File: src/rtl/ltp_pkg.sv
// Shared types, character codes and label helpers for the telemetry text parser.
`default_nettype none

package ltp_pkg;

   localparam int LABEL_BUF = 16;
   localparam int VALUE_BUF = 32;
   localparam int LABEL_CAP = LABEL_BUF - 1;
   localparam int VALUE_CAP = VALUE_BUF - 1;
   localparam int LCNT_W    = $clog2(LABEL_BUF);
   localparam int VCNT_W    = $clog2(VALUE_BUF);

   localparam logic [7:0] CH_NUL   = 8'h00;
   localparam logic [7:0] CH_TAB   = 8'h09;
   localparam logic [7:0] CH_LF    = 8'h0A;
   localparam logic [7:0] CH_VT    = 8'h0B;
   localparam logic [7:0] CH_FF    = 8'h0C;
   localparam logic [7:0] CH_CR    = 8'h0D;
   localparam logic [7:0] CH_SPACE = 8'h20;
   localparam logic [7:0] CH_PLUS  = 8'h2B;
   localparam logic [7:0] CH_MINUS = 8'h2D;
   localparam logic [7:0] CH_ZERO  = 8'h30;
   localparam logic [7:0] CH_NINE  = 8'h39;
   localparam logic [7:0] CH_UPPER_O = 8'h4F;
   localparam logic [7:0] CH_UPPER_N = 8'h4E;

   localparam logic [31:0] SAT_MAG = 32'h8000_0000;
   localparam logic [31:0] POS_MAX = 32'h7FFF_FFFF;

   // Names right aligned (last char in byte 0); label buffer starts at byte 0.
   typedef logic [7:0][7:0] name_type;
   typedef logic [LABEL_CAP-1:0][7:0] label_buf_type;

   localparam name_type NAME_CHECKSUM = "Checksum";
   localparam name_type NAME_V        = "V";
   localparam name_type NAME_I        = "I";
   localparam name_type NAME_VPV      = "VPV";
   localparam name_type NAME_PPV      = "PPV";
   localparam name_type NAME_CS       = "CS";
   localparam name_type NAME_MPPT     = "MPPT";
   localparam name_type NAME_ERR      = "ERR";
   localparam name_type NAME_H19      = "H19";
   localparam name_type NAME_H20      = "H20";
   localparam name_type NAME_H21      = "H21";
   localparam name_type NAME_LOAD     = "LOAD";

   localparam logic [LCNT_W-1:0] LEN_CHECKSUM = LCNT_W'(8);
   localparam logic [LCNT_W-1:0] LEN_1        = LCNT_W'(1);
   localparam logic [LCNT_W-1:0] LEN_2        = LCNT_W'(2);
   localparam logic [LCNT_W-1:0] LEN_3        = LCNT_W'(3);
   localparam logic [LCNT_W-1:0] LEN_4        = LCNT_W'(4);

   typedef enum logic [3:0] {
      PH_IDLE  = 4'b0001,
      PH_LABEL = 4'b0010,
      PH_VALUE = 4'b0100,
      PH_CHECK = 4'b1000
   } parse_phase_type;

   typedef enum logic [2:0] {
      NUM_SKIP   = 3'b001,
      NUM_DIGITS = 3'b010,
      NUM_DONE   = 3'b100
   } num_phase_type;

   typedef enum logic [3:0] {
      ON_START = 4'b0001,
      ON_GOT_O = 4'b0010,
      ON_GOT_N = 4'b0100,
      ON_FAIL  = 4'b1000
   } on_match_type;

   typedef struct packed {
      logic               frame_ok;
      logic signed [31:0] battery_mv;
      logic signed [31:0] battery_ma;
      logic signed [31:0] panel_mv;
      logic [15:0]        panel_watts;
      logic [7:0]         charge_code;
      logic [7:0]         tracker_code;
      logic [7:0]         fault_code;
      logic [31:0]        total_yield_wh;
      logic [31:0]        today_yield_wh;
      logic [15:0]        peak_watts_today;
      logic               load_enabled;
   } rsp_payload_type;

   // Text ends at the first zero byte or at the stored count.
   function automatic logic label_match(label_buf_type chars, logic [LCNT_W-1:0] count,
                                        name_type name, logic [LCNT_W-1:0] len);
      logic             hit;
      logic [LCNT_W-1:0] pos;
      hit = (count >= len);
      for (int i = 0; i < 8; i++) begin
         pos = len - LCNT_W'(i) - LCNT_W'(1);
         if (LCNT_W'(i) < len && chars[i] != name[pos[2:0]]) begin
            hit = 1'b0;
         end
      end
      if (count != len && chars[len] != CH_NUL) begin
         hit = 1'b0;
      end
      return hit;
   endfunction

endpackage

`default_nettype wire

File: src/rtl/ltp_req_if.sv
// Input byte channel: valid/ready handshake carrying one received byte.
`default_nettype none

interface ltp_req_if;
   logic       valid;
   logic       ready;
   logic [7:0] rx_byte;

   modport source (output valid, output rx_byte, input ready);
   modport sink   (input valid, input rx_byte, output ready);
endinterface

`default_nettype wire

File: src/rtl/ltp_rsp_if.sv
// Frame record channel: valid/ready handshake carrying one parsed frame.
`default_nettype none

interface ltp_rsp_if;
   import ltp_pkg::*;
   logic            valid;
   logic            ready;
   rsp_payload_type payload;

   modport source (output valid, output payload, input ready);
   modport sink   (input valid, input payload, output ready);
endinterface

`default_nettype wire

File: src/rtl/labelled_text_telemetry_parser_top.sv
// Top level: byte-wise LABEL<tab>VALUE line parser emitting one record per checksum byte.
//
// Channel   Dir  Beat payload
// req_bus   in   rx_byte[7:0], one received byte
// rsp_bus   out  frame record (frame_ok, staged telemetry fields)
//
// One byte per cycle while req_bus.ready is high; the parse step is combinational from the state registers.
// A record appears in the output register the cycle after its checksum byte beat.
// req_bus.ready is low only while a record waits and rsp_bus.ready is low.
// Synchronous reset clears the phase, sum, counters and staged fields.
`default_nettype none

module labelled_text_telemetry_parser_top (
   input  wire logic clock,
   input  wire logic reset,
   ltp_req_if.sink   req_bus,
   ltp_rsp_if.source rsp_bus
);
   import ltp_pkg::*;

   parse_phase_type     phase_ff, phase_in;
   logic [7:0]          sum_ff, sum_in;
   label_buf_type       label_ff, label_in;
   logic [LCNT_W-1:0]   lcount_ff, lcount_in;
   logic [VCNT_W-1:0]   vcount_ff, vcount_in;
   logic [31:0]         accum_ff, accum_in;
   num_phase_type       nphase_ff, nphase_in;
   logic                neg_ff, neg_in;
   on_match_type        on_ff, on_in;

   logic signed [31:0]  bat_mv_ff, bat_mv_in;
   logic signed [31:0]  bat_ma_ff, bat_ma_in;
   logic signed [31:0]  pv_mv_ff, pv_mv_in;
   logic [15:0]         ppv_ff, ppv_in;
   logic [7:0]          cs_ff, cs_in;
   logic [7:0]          mppt_ff, mppt_in;
   logic [7:0]          err_ff, err_in;
   logic [31:0]         h19_ff, h19_in;
   logic [31:0]         h20_ff, h20_in;
   logic [15:0]         h21_ff, h21_in;
   logic                load_ff, load_in;

   logic                rsp_valid_ff, rsp_valid_in;
   rsp_payload_type     rsp_ff, rsp_in;

   logic [7:0]          rx;
   logic                accept;
   logic                is_eol;
   logic                is_digit;
   logic                is_blank;
   logic [35:0]         prod;
   logic [31:0]         accum_next;
   logic [31:0]         num_value;
   logic [31:0]         num_x10;
   rsp_payload_type     record;

   assign rx            = req_bus.rx_byte;
   assign req_bus.ready = !rsp_valid_ff || rsp_bus.ready;
   assign accept        = req_bus.valid && req_bus.ready;
   assign rsp_bus.valid   = rsp_valid_ff;
   assign rsp_bus.payload = rsp_ff;

   assign is_eol   = (rx == CH_CR) || (rx == CH_LF);
   assign is_digit = (rx >= CH_ZERO) && (rx <= CH_NINE);
   assign is_blank = (rx == CH_SPACE) || (rx == CH_TAB) || (rx == CH_VT) || (rx == CH_FF);

   // accum * 10 + digit, clamped to the magnitude of the most negative value
   assign prod       = ({4'b0, accum_ff} << 3) + ({4'b0, accum_ff} << 1) + 36'(rx[3:0]);
   assign accum_next = (prod > 36'(SAT_MAG)) ? SAT_MAG : prod[31:0];

   assign num_value = neg_ff ? (32'd0 - accum_ff) : (accum_ff[31] ? POS_MAX : accum_ff);
   assign num_x10   = (num_value << 3) + (num_value << 1);

   always_comb begin
      record.frame_ok         = ((sum_ff + rx) == 8'd0);
      record.battery_mv       = bat_mv_ff;
      record.battery_ma       = bat_ma_ff;
      record.panel_mv         = pv_mv_ff;
      record.panel_watts      = ppv_ff;
      record.charge_code      = cs_ff;
      record.tracker_code     = mppt_ff;
      record.fault_code       = err_ff;
      record.total_yield_wh   = h19_ff;
      record.today_yield_wh   = h20_ff;
      record.peak_watts_today = h21_ff;
      record.load_enabled     = load_ff;
   end

   always_comb begin
      phase_in     = phase_ff;
      sum_in       = sum_ff;
      label_in     = label_ff;
      lcount_in    = lcount_ff;
      vcount_in    = vcount_ff;
      accum_in     = accum_ff;
      nphase_in    = nphase_ff;
      neg_in       = neg_ff;
      on_in        = on_ff;
      bat_mv_in    = bat_mv_ff;
      bat_ma_in    = bat_ma_ff;
      pv_mv_in     = pv_mv_ff;
      ppv_in       = ppv_ff;
      cs_in        = cs_ff;
      mppt_in      = mppt_ff;
      err_in       = err_ff;
      h19_in       = h19_ff;
      h20_in       = h20_ff;
      h21_in       = h21_ff;
      load_in      = load_ff;
      rsp_in       = rsp_ff;
      rsp_valid_in = rsp_valid_ff && !rsp_bus.ready;

      if (accept) begin
         sum_in = sum_ff + rx;
         case (phase_ff)
            PH_IDLE: begin
               if (!is_eol) begin
                  label_in[0] = rx;
                  lcount_in   = LCNT_W'(1);
                  phase_in    = PH_LABEL;
               end
            end
            PH_LABEL: begin
               if (rx == CH_TAB) begin
                  vcount_in = '0;
                  accum_in  = '0;
                  nphase_in = NUM_SKIP;
                  neg_in    = 1'b0;
                  on_in     = ON_START;
                  phase_in  = label_match(label_ff, lcount_ff, NAME_CHECKSUM, LEN_CHECKSUM)
                              ? PH_CHECK : PH_VALUE;
               end else if (lcount_ff < LCNT_W'(LABEL_CAP)) begin
                  label_in[lcount_ff] = rx;
                  lcount_in           = lcount_ff + LCNT_W'(1);
               end
            end
            PH_VALUE: begin
               if (is_eol) begin
                  phase_in = PH_IDLE;
                  if (label_match(label_ff, lcount_ff, NAME_V, LEN_1)) bat_mv_in = num_value;
                  else if (label_match(label_ff, lcount_ff, NAME_I, LEN_1)) bat_ma_in = num_value;
                  else if (label_match(label_ff, lcount_ff, NAME_VPV, LEN_3)) pv_mv_in = num_value;
                  else if (label_match(label_ff, lcount_ff, NAME_PPV, LEN_3)) ppv_in = num_value[15:0];
                  else if (label_match(label_ff, lcount_ff, NAME_CS, LEN_2)) cs_in = num_value[7:0];
                  else if (label_match(label_ff, lcount_ff, NAME_MPPT, LEN_4)) mppt_in = num_value[7:0];
                  else if (label_match(label_ff, lcount_ff, NAME_ERR, LEN_3)) err_in = num_value[7:0];
                  else if (label_match(label_ff, lcount_ff, NAME_H19, LEN_3)) h19_in = num_x10;
                  else if (label_match(label_ff, lcount_ff, NAME_H20, LEN_3)) h20_in = num_x10;
                  else if (label_match(label_ff, lcount_ff, NAME_H21, LEN_3)) h21_in = num_value[15:0];
                  else if (label_match(label_ff, lcount_ff, NAME_LOAD, LEN_4)) load_in = (on_ff == ON_GOT_N);
               end else if (vcount_ff < VCNT_W'(VALUE_CAP)) begin
                  if (rx == CH_NUL) begin
                     // zero byte ends the value text
                     vcount_in = VCNT_W'(VALUE_CAP);
                  end else begin
                     vcount_in = vcount_ff + VCNT_W'(1);
                     case (nphase_ff)
                        NUM_SKIP: begin
                           if (is_blank) begin
                              nphase_in = NUM_SKIP;
                           end else if (rx == CH_PLUS || rx == CH_MINUS) begin
                              neg_in    = (rx == CH_MINUS);
                              nphase_in = NUM_DIGITS;
                           end else if (is_digit) begin
                              nphase_in = NUM_DIGITS;
                              accum_in  = accum_next;
                           end else begin
                              nphase_in = NUM_DONE;
                           end
                        end
                        NUM_DIGITS: begin
                           if (is_digit) accum_in = accum_next;
                           else nphase_in = NUM_DONE;
                        end
                        default: nphase_in = NUM_DONE;
                     endcase
                     case (on_ff)
                        ON_START: on_in = (rx == CH_UPPER_O) ? ON_GOT_O : ON_FAIL;
                        ON_GOT_O: on_in = (rx == CH_UPPER_N) ? ON_GOT_N : ON_FAIL;
                        default:  on_in = ON_FAIL;
                     endcase
                  end
               end
            end
            PH_CHECK: begin
               rsp_in       = record;
               rsp_valid_in = 1'b1;
               sum_in       = '0;
               phase_in     = PH_IDLE;
               bat_mv_in    = '0;
               bat_ma_in    = '0;
               pv_mv_in     = '0;
               ppv_in       = '0;
               cs_in        = '0;
               mppt_in      = '0;
               err_in       = '0;
               h19_in       = '0;
               h20_in       = '0;
               h21_in       = '0;
               load_in      = 1'b0;
            end
            default: phase_in = PH_IDLE;
         endcase
      end
   end

   always_ff @(posedge clock) begin
      if (reset) begin
         phase_ff     <= PH_IDLE;
         sum_ff       <= '0;
         lcount_ff    <= '0;
         vcount_ff    <= '0;
         accum_ff     <= '0;
         nphase_ff    <= NUM_SKIP;
         neg_ff       <= 1'b0;
         on_ff        <= ON_START;
         bat_mv_ff    <= '0;
         bat_ma_ff    <= '0;
         pv_mv_ff     <= '0;
         ppv_ff       <= '0;
         cs_ff        <= '0;
         mppt_ff      <= '0;
         err_ff       <= '0;
         h19_ff       <= '0;
         h20_ff       <= '0;
         h21_ff       <= '0;
         load_ff      <= 1'b0;
         rsp_valid_ff <= 1'b0;
      end else begin
         phase_ff     <= phase_in;
         sum_ff       <= sum_in;
         lcount_ff    <= lcount_in;
         vcount_ff    <= vcount_in;
         accum_ff     <= accum_in;
         nphase_ff    <= nphase_in;
         neg_ff       <= neg_in;
         on_ff        <= on_in;
         bat_mv_ff    <= bat_mv_in;
         bat_ma_ff    <= bat_ma_in;
         pv_mv_ff     <= pv_mv_in;
         ppv_ff       <= ppv_in;
         cs_ff        <= cs_in;
         mppt_ff      <= mppt_in;
         err_ff       <= err_in;
         h19_ff       <= h19_in;
         h20_ff       <= h20_in;
         h21_ff       <= h21_in;
         load_ff      <= load_in;
         rsp_valid_ff <= rsp_valid_in;
      end
   end

   always_ff @(posedge clock) begin
      label_ff <= label_in;
      rsp_ff   <= rsp_in;
   end

endmodule

`default_nettype wire
File: src/flat_wrapper.sv
// flat-port wrapper written by rule: the top's interface ports become plain ports
module labelled_text_telemetry_parser_top_flat import ltp_pkg::*;
  (clock, reset, req_bus_valid, req_bus_rx_byte, req_bus_ready, rsp_bus_valid, rsp_bus_payload, rsp_bus_ready);
  ltp_req_if req_bus_i ();
  ltp_rsp_if rsp_bus_i ();
  input  wire logic clock;
  input  wire logic reset;
  input wire logic [$bits(req_bus_i.valid)-1:0] req_bus_valid;
  input wire logic [$bits(req_bus_i.rx_byte)-1:0] req_bus_rx_byte;
  output wire logic [$bits(req_bus_i.ready)-1:0] req_bus_ready;
  output wire logic [$bits(rsp_bus_i.valid)-1:0] rsp_bus_valid;
  output wire logic [$bits(rsp_bus_i.payload)-1:0] rsp_bus_payload;
  input wire logic [$bits(rsp_bus_i.ready)-1:0] rsp_bus_ready;
  assign req_bus_i.valid = req_bus_valid;
  assign req_bus_i.rx_byte = req_bus_rx_byte;
  assign req_bus_ready = req_bus_i.ready;
  assign rsp_bus_valid = rsp_bus_i.valid;
  assign rsp_bus_payload = rsp_bus_i.payload;
  assign rsp_bus_i.ready = rsp_bus_ready;
  labelled_text_telemetry_parser_top u_core (.clock(clock), .reset(reset), .req_bus(req_bus_i), .rsp_bus(rsp_bus_i));
endmodule
File: config.mk
export PLATFORM = sky130hd
export DESIGN_NAME = labelled_text_telemetry_parser_top_flat
export DESIGN_NICKNAME = d
export VERILOG_FILES = /design/src/rtl/ltp_pkg.sv /design/src/rtl/ltp_req_if.sv /design/src/rtl/ltp_rsp_if.sv /design/src/rtl/labelled_text_telemetry_parser_top.sv /design/src/flat_wrapper.sv
export SDC_FILE = /design/constraint.sdc
export NUM_CORES = 1
export LEC_CHECK = 0
export BUFFER_PORTS_ARGS = -buffer_cell sky130_fd_sc_hd__clkbuf_2
export CAP_MARGIN = 20
export CELL_PAD_IN_SITES_DETAIL_PLACEMENT = 1
export CELL_PAD_IN_SITES_GLOBAL_PLACEMENT = 2
export CORE_ASPECT_RATIO = 1.4
export CORE_MARGIN = 2
export CORE_UTILIZATION = 39
export CTS_CLUSTER_DIAMETER = 200
export DETAILED_ROUTE_END_ITERATION = 8
export PLACE_DENSITY = 0.81
export REMOVE_ABC_BUFFERS = 1
export SLEW_MARGIN = 20
export SYNTH_ARGS = -nofsm -noshare
export SYNTH_HDL_FRONTEND = slang
export SYNTH_SLANG_ARGS = --single-unit
File: constraint.sdc
create_clock -name clock -period 7.55 [get_ports clock]
set_input_delay 0.755 -clock clock [delete_from_list [all_inputs] [get_ports clock]]
set_output_delay 0.755 -clock clock [all_outputs]
set_load 0.01 [all_outputs]
; Yosys cells after proc, flatten, opt, wreduce, memory -nomap -nowiden
; Index checks and enable logic that the tools add are counted.
; Widths: inputs -> output; s select.
[totals]
regBits = 617
in_bits = 12
out_inout_bits = 220
[op_classes]
eq_ne = 90
n_reduce_logical = 47
mux = 288
magnitude_cmp = 12
addsub = 7
bitwise_logic = 1
[ops]
columns = op, count
row1 = $mux 32, 37
row2 = $pmux 32 s2, 7
row3 = $mux 16, 16
row4 = $mux 8, 26
row5 = $ne 8x7->1 const B, 25
row6 = $mux 1, 159
row7 = $bwmux 120, 1
row8 = $pmux 16 s2, 2
row9 = $pmux 8 s2, 4
row10 = $mux 4, 13
row11 = $eq 8x4->1 const B, 5
row12 = $ne 8x6->1 const B, 5
row13 = $reduce_bool 8->1, 5
row14 = $add 35x33->36, 1
row15 = $add 36x4->36, 1
row16 = $gt 36x32->1 const B, 1
row17 = $ne 2x1->1 const B, 17
row18 = $add 32x32->32, 1
row19 = $demux 8 s4, 1
row20 = $sub 1x32->32 const A, 1
row21 = $mux 31, 1
row22 = $ne 2x2->1 const B, 15
row23 = $reduce_and 9->1, 3
row24 = $eq 8x6->1 const B, 3
row25 = other kinds (49), 95

; Logic depth before layout (Yosys ltp)
[logic_depth]
ltp_word = 104
mapped_depth = 18
depth_no_buf = 18

; Least setup slack after synthesis
; No wires, ideal clock.
[synth_path]
path_kind = input port to flip-flop
start = input port rsp_bus_ready
end = register u_core.h21_ff[6]
cell_stages = 13
t_arrival_ns = 6.940
slack_ns = 0.483
path_cell_list = nand2b_1 -> and2_0 -> clkbuf_1 -> nand2_1 -> inv_1 -> a31o_2 -> buf_4 -> and2_1 -> a21boi_4 -> buf_6 -> buf_6 -> mux2i_1 -> nor2_1
[synth_via]
elab_chain_len = 3
[synth_lines]
columns = element, line
row1 = start: declaration, flat_wrapper.sv:13  ; input wire logic [$bits(rsp_bus_i.ready)-1:0] rsp_bus_ready;
row2 = $logic_or 1x1->1, labelled_text_telemetry_parser_top.sv:58  ; assign req_bus.ready = !rsp_valid_ff || rsp_bus.ready;
row3 = $logic_and 1x1->1, labelled_text_telemetry_parser_top.sv:59  ; assign accept = req_bus.valid && req_bus.ready;
row4 = $reduce_and 13->1 (no line), -
row5 = end signal: assignment, labelled_text_telemetry_parser_top.sv:247  ; h21_ff <= h21_in;
row6 = end: declaration, labelled_text_telemetry_parser_top.sv:40  ; logic [15:0] h21_ff, h21_in;
; No other way between the ends.
; A chain may end at the register's enable or synchronous reset.

; Final worst setup path
[layout_path]
start = register u_core.accum_ff[31]
end = register u_core.h20_ff[30]
[layout_via]
elab_chain_len = 14
[layout_lines]
columns = element, line
row1 = start: declaration, labelled_text_telemetry_parser_top.sv:26  ; logic [31:0] accum_ff, accum_in;
row2 = start signal: assignment, labelled_text_telemetry_parser_top.sv:234  ; accum_ff <= accum_in;
row3 = $mux 31, labelled_text_telemetry_parser_top.sv:71  ; assign num_value = neg_ff ? (32'd0 - accum_ff) : (accum_ff[31] ? POS_MAX : accum_ff);
row4 = $mux 32, labelled_text_telemetry_parser_top.sv:71
row5 = $add 32x32->32, labelled_text_telemetry_parser_top.sv:72  ; assign num_x10 = (num_value << 3) + (num_value << 1);
row6 = $mux 32, labelled_text_telemetry_parser_top.sv:148  ; else if (label_match(label_ff, lcount_ff, NAME_H20, LEN_3)) h20_in = num_x10;
row7 = $mux 32, labelled_text_telemetry_parser_top.sv:147  ; else if (label_match(label_ff, lcount_ff, NAME_H19, LEN_3)) h19_in = num_x10;
row8 = $mux 32, labelled_text_telemetry_parser_top.sv:146  ; else if (label_match(label_ff, lcount_ff, NAME_ERR, LEN_3)) err_in = num_value[7:0];
row9 = $mux 32, labelled_text_telemetry_parser_top.sv:145  ; else if (label_match(label_ff, lcount_ff, NAME_MPPT, LEN_4)) mppt_in = num_value[7:0];
row10 = $mux 32, labelled_text_telemetry_parser_top.sv:144  ; else if (label_match(label_ff, lcount_ff, NAME_CS, LEN_2)) cs_in = num_value[7:0];
row11 = $mux 32, labelled_text_telemetry_parser_top.sv:143  ; else if (label_match(label_ff, lcount_ff, NAME_PPV, LEN_3)) ppv_in = num_value[15:0];
row12 = $mux 32, labelled_text_telemetry_parser_top.sv:142  ; else if (label_match(label_ff, lcount_ff, NAME_VPV, LEN_3)) pv_mv_in = num_value;
row13 = $mux 32, labelled_text_telemetry_parser_top.sv:141  ; else if (label_match(label_ff, lcount_ff, NAME_I, LEN_1)) bat_ma_in = num_value;
row14 = $mux 32, labelled_text_telemetry_parser_top.sv:140  ; if (label_match(label_ff, lcount_ff, NAME_V, LEN_1)) bat_mv_in = num_value;
row15 = $mux 32, labelled_text_telemetry_parser_top.sv:138  ; if (is_eol) begin
row16 = $pmux 32 s2, labelled_text_telemetry_parser_top.sv:115  ; case (phase_ff)
row17 = end signal: assignment, labelled_text_telemetry_parser_top.sv:246  ; h20_ff <= h20_in;
row18 = end: declaration, labelled_text_telemetry_parser_top.sv:39  ; logic [31:0] h20_ff, h20_in;
; No other way between the ends. The select of a mux whose other input is x is not followed.

==> out/qor.csv <==
stage,metric,value,unit
outcome,status,completed,
layout,ant diodes,0,
floorplan,I/O Pins,232,
timing,crit path time final,5.20,ns
worst_hold_path,worst min path class,flip-flop to flip-flop,
global_route,number of global-route vias before repair,18500,
worst_setup_path,family with the most delay on the worst path,compound AO/OA/AOI/OAI gates,
pwr,leak pwr,0.0111,uW
timing,Slew headroom,0.316,
pwr,sw frac,0.213,
floorplan,Floorplan Core Area,63000,sq um
worst_setup_path,CP Max Fanout,27,
global_route,initial antenna violation count,1,
placed_design,area post-placement,26700,sq um
layout,final instance area,28500,sq um
cts,CTS root buf,clkbuf_16,
drt,Iter 0 DRT Violations,942,
floorplan,die span in y,302,um
cts,cts repair resizes,0,
synthesis,post-synthesis cell area,24800,sq um
synthesis,cell taking the most area after synthesis,edfxtp_1,
worst_setup_path,slowest cell delay on critical path,0.75,ns
pwr,power density over the cells,212,nW/um^2
synthesis,area share of the largest cell type after synthesis,0.349,
timing,final hold vios,0,
cts,Post-CTS Setup Bufs,0,
timing,setup TNS,0,ns
global_route,GR Overflow Total,0,
synthesis,Syn Area/Cell,11.0,sq um
pwr,Max VDD drop,226,uV
pwr,Clock power frac,0.445,
cts,Post-CTS Hold Fix Bufs,0,
cts,Longest Clk Path Bufs,3,
worst_setup_path,critical path buffer and inverter count,1,
worst_setup_path,Crit-path slowest cell,nand2_1,
drt,post-route ant nets,0,
cts,clock sinks,565,
timing,RSZ-0062 raised after global routing,no,
placed_design,DPL Wire Length,48400,um
run,max capacitance violation total,0,
floorplan,Core Rows,109,
cts,Num CTS Buffers,54,
timing,final worst slack,2.35,ns
worst_setup_path,Worst EP required,8.04,ns
drt,via count,17900,
worst_setup_path,Worst Path Arrival,5.68,ns
pwr,combinational share of power,0.022,
synthesis,Yosys cell types,87,
synthesis,YS warnings,0,
placed_design,RePlAce Congestion,0.833,
global_route,GRT Total Usage,0.204,
drt,metal2 WL,35300,um
pwr,Switch Pwr,1280,uW
synthesis,Post-synth ARST share,0,
placed_design,IO Port Bufs,229,
synthesis,sequential area share after synthesis,0.573,
layout,fraction of layout cells with a size suffix above 1,0.154,
drt,vias per cell,5.39,
drt,DR WL/cell,20.4,um
layout,area grow syn2layout,14.9,%
drt,met3 routed wirelength,2320,um
worst_setup_path,critical path startpoint category,flip-flop,
layout,Nets,2566,
cts,"CTS clk-pin slew, worst paths",0.06,ns
synthesis,"EDFF count, synth",288,
timing,measured slew at the worst slew-check pin,1.03,ns
synthesis,dominant cells by area after synthesis,"edfxtp_1 (35%), dfxtp_1 (22%), ha_1 (5.3%)",
drt,Metal-1 WL,28600,um
timing,Max Slew Vio Count,0,
pwr,sequential power share,0.534,
cts,clk_lat worst skew,0.63,ns
drt,drc violations,0,
global_route,largest net degree at the start of global routing,81,
drt,1st-pass router iterations,5,
drt,final WL,67800,um
timing,Final Cycle Share,0.688,
timing,final clock skew,0.0461,ns
floorplan,chip width,217,um
synthesis,synthesized instance count,2251,
synthesis,Seq cells post-synth,565,
cts,H-tree Lvls,2,
timing,Max Clk Rate,192,MHz
worst_setup_path,CP cell instances,inv_1 > nand2_1 > nor2_1 > a21oi_1 > ha_1 > a211oi_1 > o21bai_1 > a21oi_1 > o211ai_1 > a211oi_1 > o21bai_1 > a41oi_1 > mux2_2 > a31o_2,
synthesis,ys flop type,edfxtp_1,
placed_design,pre-CTS setup slack,2.39,ns
worst_setup_path,endpoint type of the worst setup path,flip-flop,
pwr,internal cell power,4750,uW
global_route,first-pass GRT wire length,105000,um
cts,CTS tree,built,
floorplan,Starting Density,0.393,
worst_setup_path,critical path type,flip-flop to flip-flop,
drt,uppermost routed layer,met4,
timing,final setup vio count,0,
floorplan,DIE AREA,65600,sq um
==> kinds of logic after synthesis <==
group,Yosys count,share of synthesized area
AOI/OAI and AO/OA,451,0.117
xor gates and xnor gates,92,0.0325
adders and majority gates,109,0.0562
buffers and inverters,159,0.0274
DFF,565,0.573
muxes,106,0.0430
other,1,0.000151
and+or+nand+nor,768,0.151
==> power groups by stage <==
stage	Combinational, uW	Clock (uW)	Sequential [uW]
after global routing	145	2860	3220
after detailed placement	131	0	3290
final	131	2680	3220
after CTS	132	2750	3220
after floorplan	66.6	0	3290
after global placement	125	0	3290
==> through the flow <==
step	util	hold slack (ns)	instances	power, uW
global placement	0.424	0.414	3221	3410
CTS	0.452	0.405	3323	6100
floorplan	-	0.400	2133	3350
detailed placement	0.424	0.414	3221	3420
global route	0.452	0.414	3323	6230
finish	0.452	0.404	3323	6040
==> flip-flops by register name, summed over array words and instances (netlist names) <==
register	flops
u_core.sum_ff	8
u_core.ppv_ff	16
u_core.bat_ma_ff	32
u_core.label_ff	72
u_core.h20_ff	31
u_core.phase_ff	4
u_core.h21_ff	16
u_core.bat_mv_ff	32
u_core.on_ff	4
u_core.rsp_bus.payload	216
u_core.neg_ff	1
u_core.pv_mv_ff	32
u_core.rsp_bus.valid	1
u_core.cs_ff	8
u_core.nphase_ff	3
u_core.err_ff	8
u_core.load_ff	1
u_core.h19_ff	31
u_core.lcount_ff	4
u_core.mppt_ff	8
u_core.accum_ff	32
u_core.vcount_ff	5
==> synth_stat cells, types with 32 or more instances <==
library cell,number
o21ai_0,54
and2_1,35
edfxtp_1,288
nor3_1,45
a32o_1,32
inv_1,40
nor2_1,224
ha_1,105
a21oi_1,206
mux2i_1,103
clkbuf_1,83
nand2_1,247
xnor2_1,55
nand3_1,44
xor2_1,37
dfxtp_1,277
==> placed cells by master, fill, tap and decap left out, drive strengths merged, types with 6 or more instances in the layout <==
cell type  count
a21oi        206
and2          38
nand4b         6
a31oi          6
a32o          32
xor2          37
o21bai        19
nand2b        14
clkinv        11
a32oi          7
edfxtp       288
nor2         224
a31o          12
or3           15
dfxtp        277
nand3b        10
nor2b         13
ha           105
a211oi        13
a22oi          9
and3          12
buf           28
inv           44
nand3         46
a21o          24
nor3          45
clkbuf       311
o21a           9
o22ai          7
nand4         28
xnor2         55
nor4b          9
or4           11
o211ai         8
mux2i        103
nor4          25
nand2        247
o21ai         59
==> per-layer routing <==
metal,track usage,up-vias
li1,-,8572
met1,0.246,8931
met2,0.380,319
met3,0.0244,92
met4,0.0587,0
met5,0,-
==> worst register-to-register path: cells and delay by family, from the launching register on <==
| family | cells | cell delay [ns] |
|---|---|---|
| fa+ha+maj | 1 | 0.32 |
| mux | 1 | 0.37 |
| flops | 1 | 0.60 |
| simple gates | 2 | 0.83 |
| buf+inv | 1 | 0.26 |
| compound gates | 9 | 2.68 |
==> area by class of cell <==
cell class | count | area, sq um
clock buffers | 83 | 1550
clock inverters | 19 | 216
fillers | 6916 | 34500
inverters | 40 | 158
multi-input cells | 1528 | 9960
flip-flops and latches | 565 | 14200
well taps | 832 | 1040
repair buffers | 256 | 1360
==> final timing paths <==
check,start,end,slack [ns],cells past startpoint
setup / recovery,u_core.accum_ff[31]$_SDFFE_PP0P_,u_core.h20_ff[30]$_SDFFE_PP0P_,2.35,14
hold reg to reg,u_core.bat_ma_ff[29]$_SDFFE_PP0P_,u_core.rsp_bus.payload[182]$_DFFE_PP_,0.40,0
setup reg to reg,u_core.accum_ff[31]$_SDFFE_PP0P_,u_core.h20_ff[30]$_SDFFE_PP0P_,2.35,14
hold / removal,u_core.bat_ma_ff[29]$_SDFFE_PP0P_,u_core.rsp_bus.payload[182]$_DFFE_PP_,0.40,0
Power figures use the tool's default switching activity.
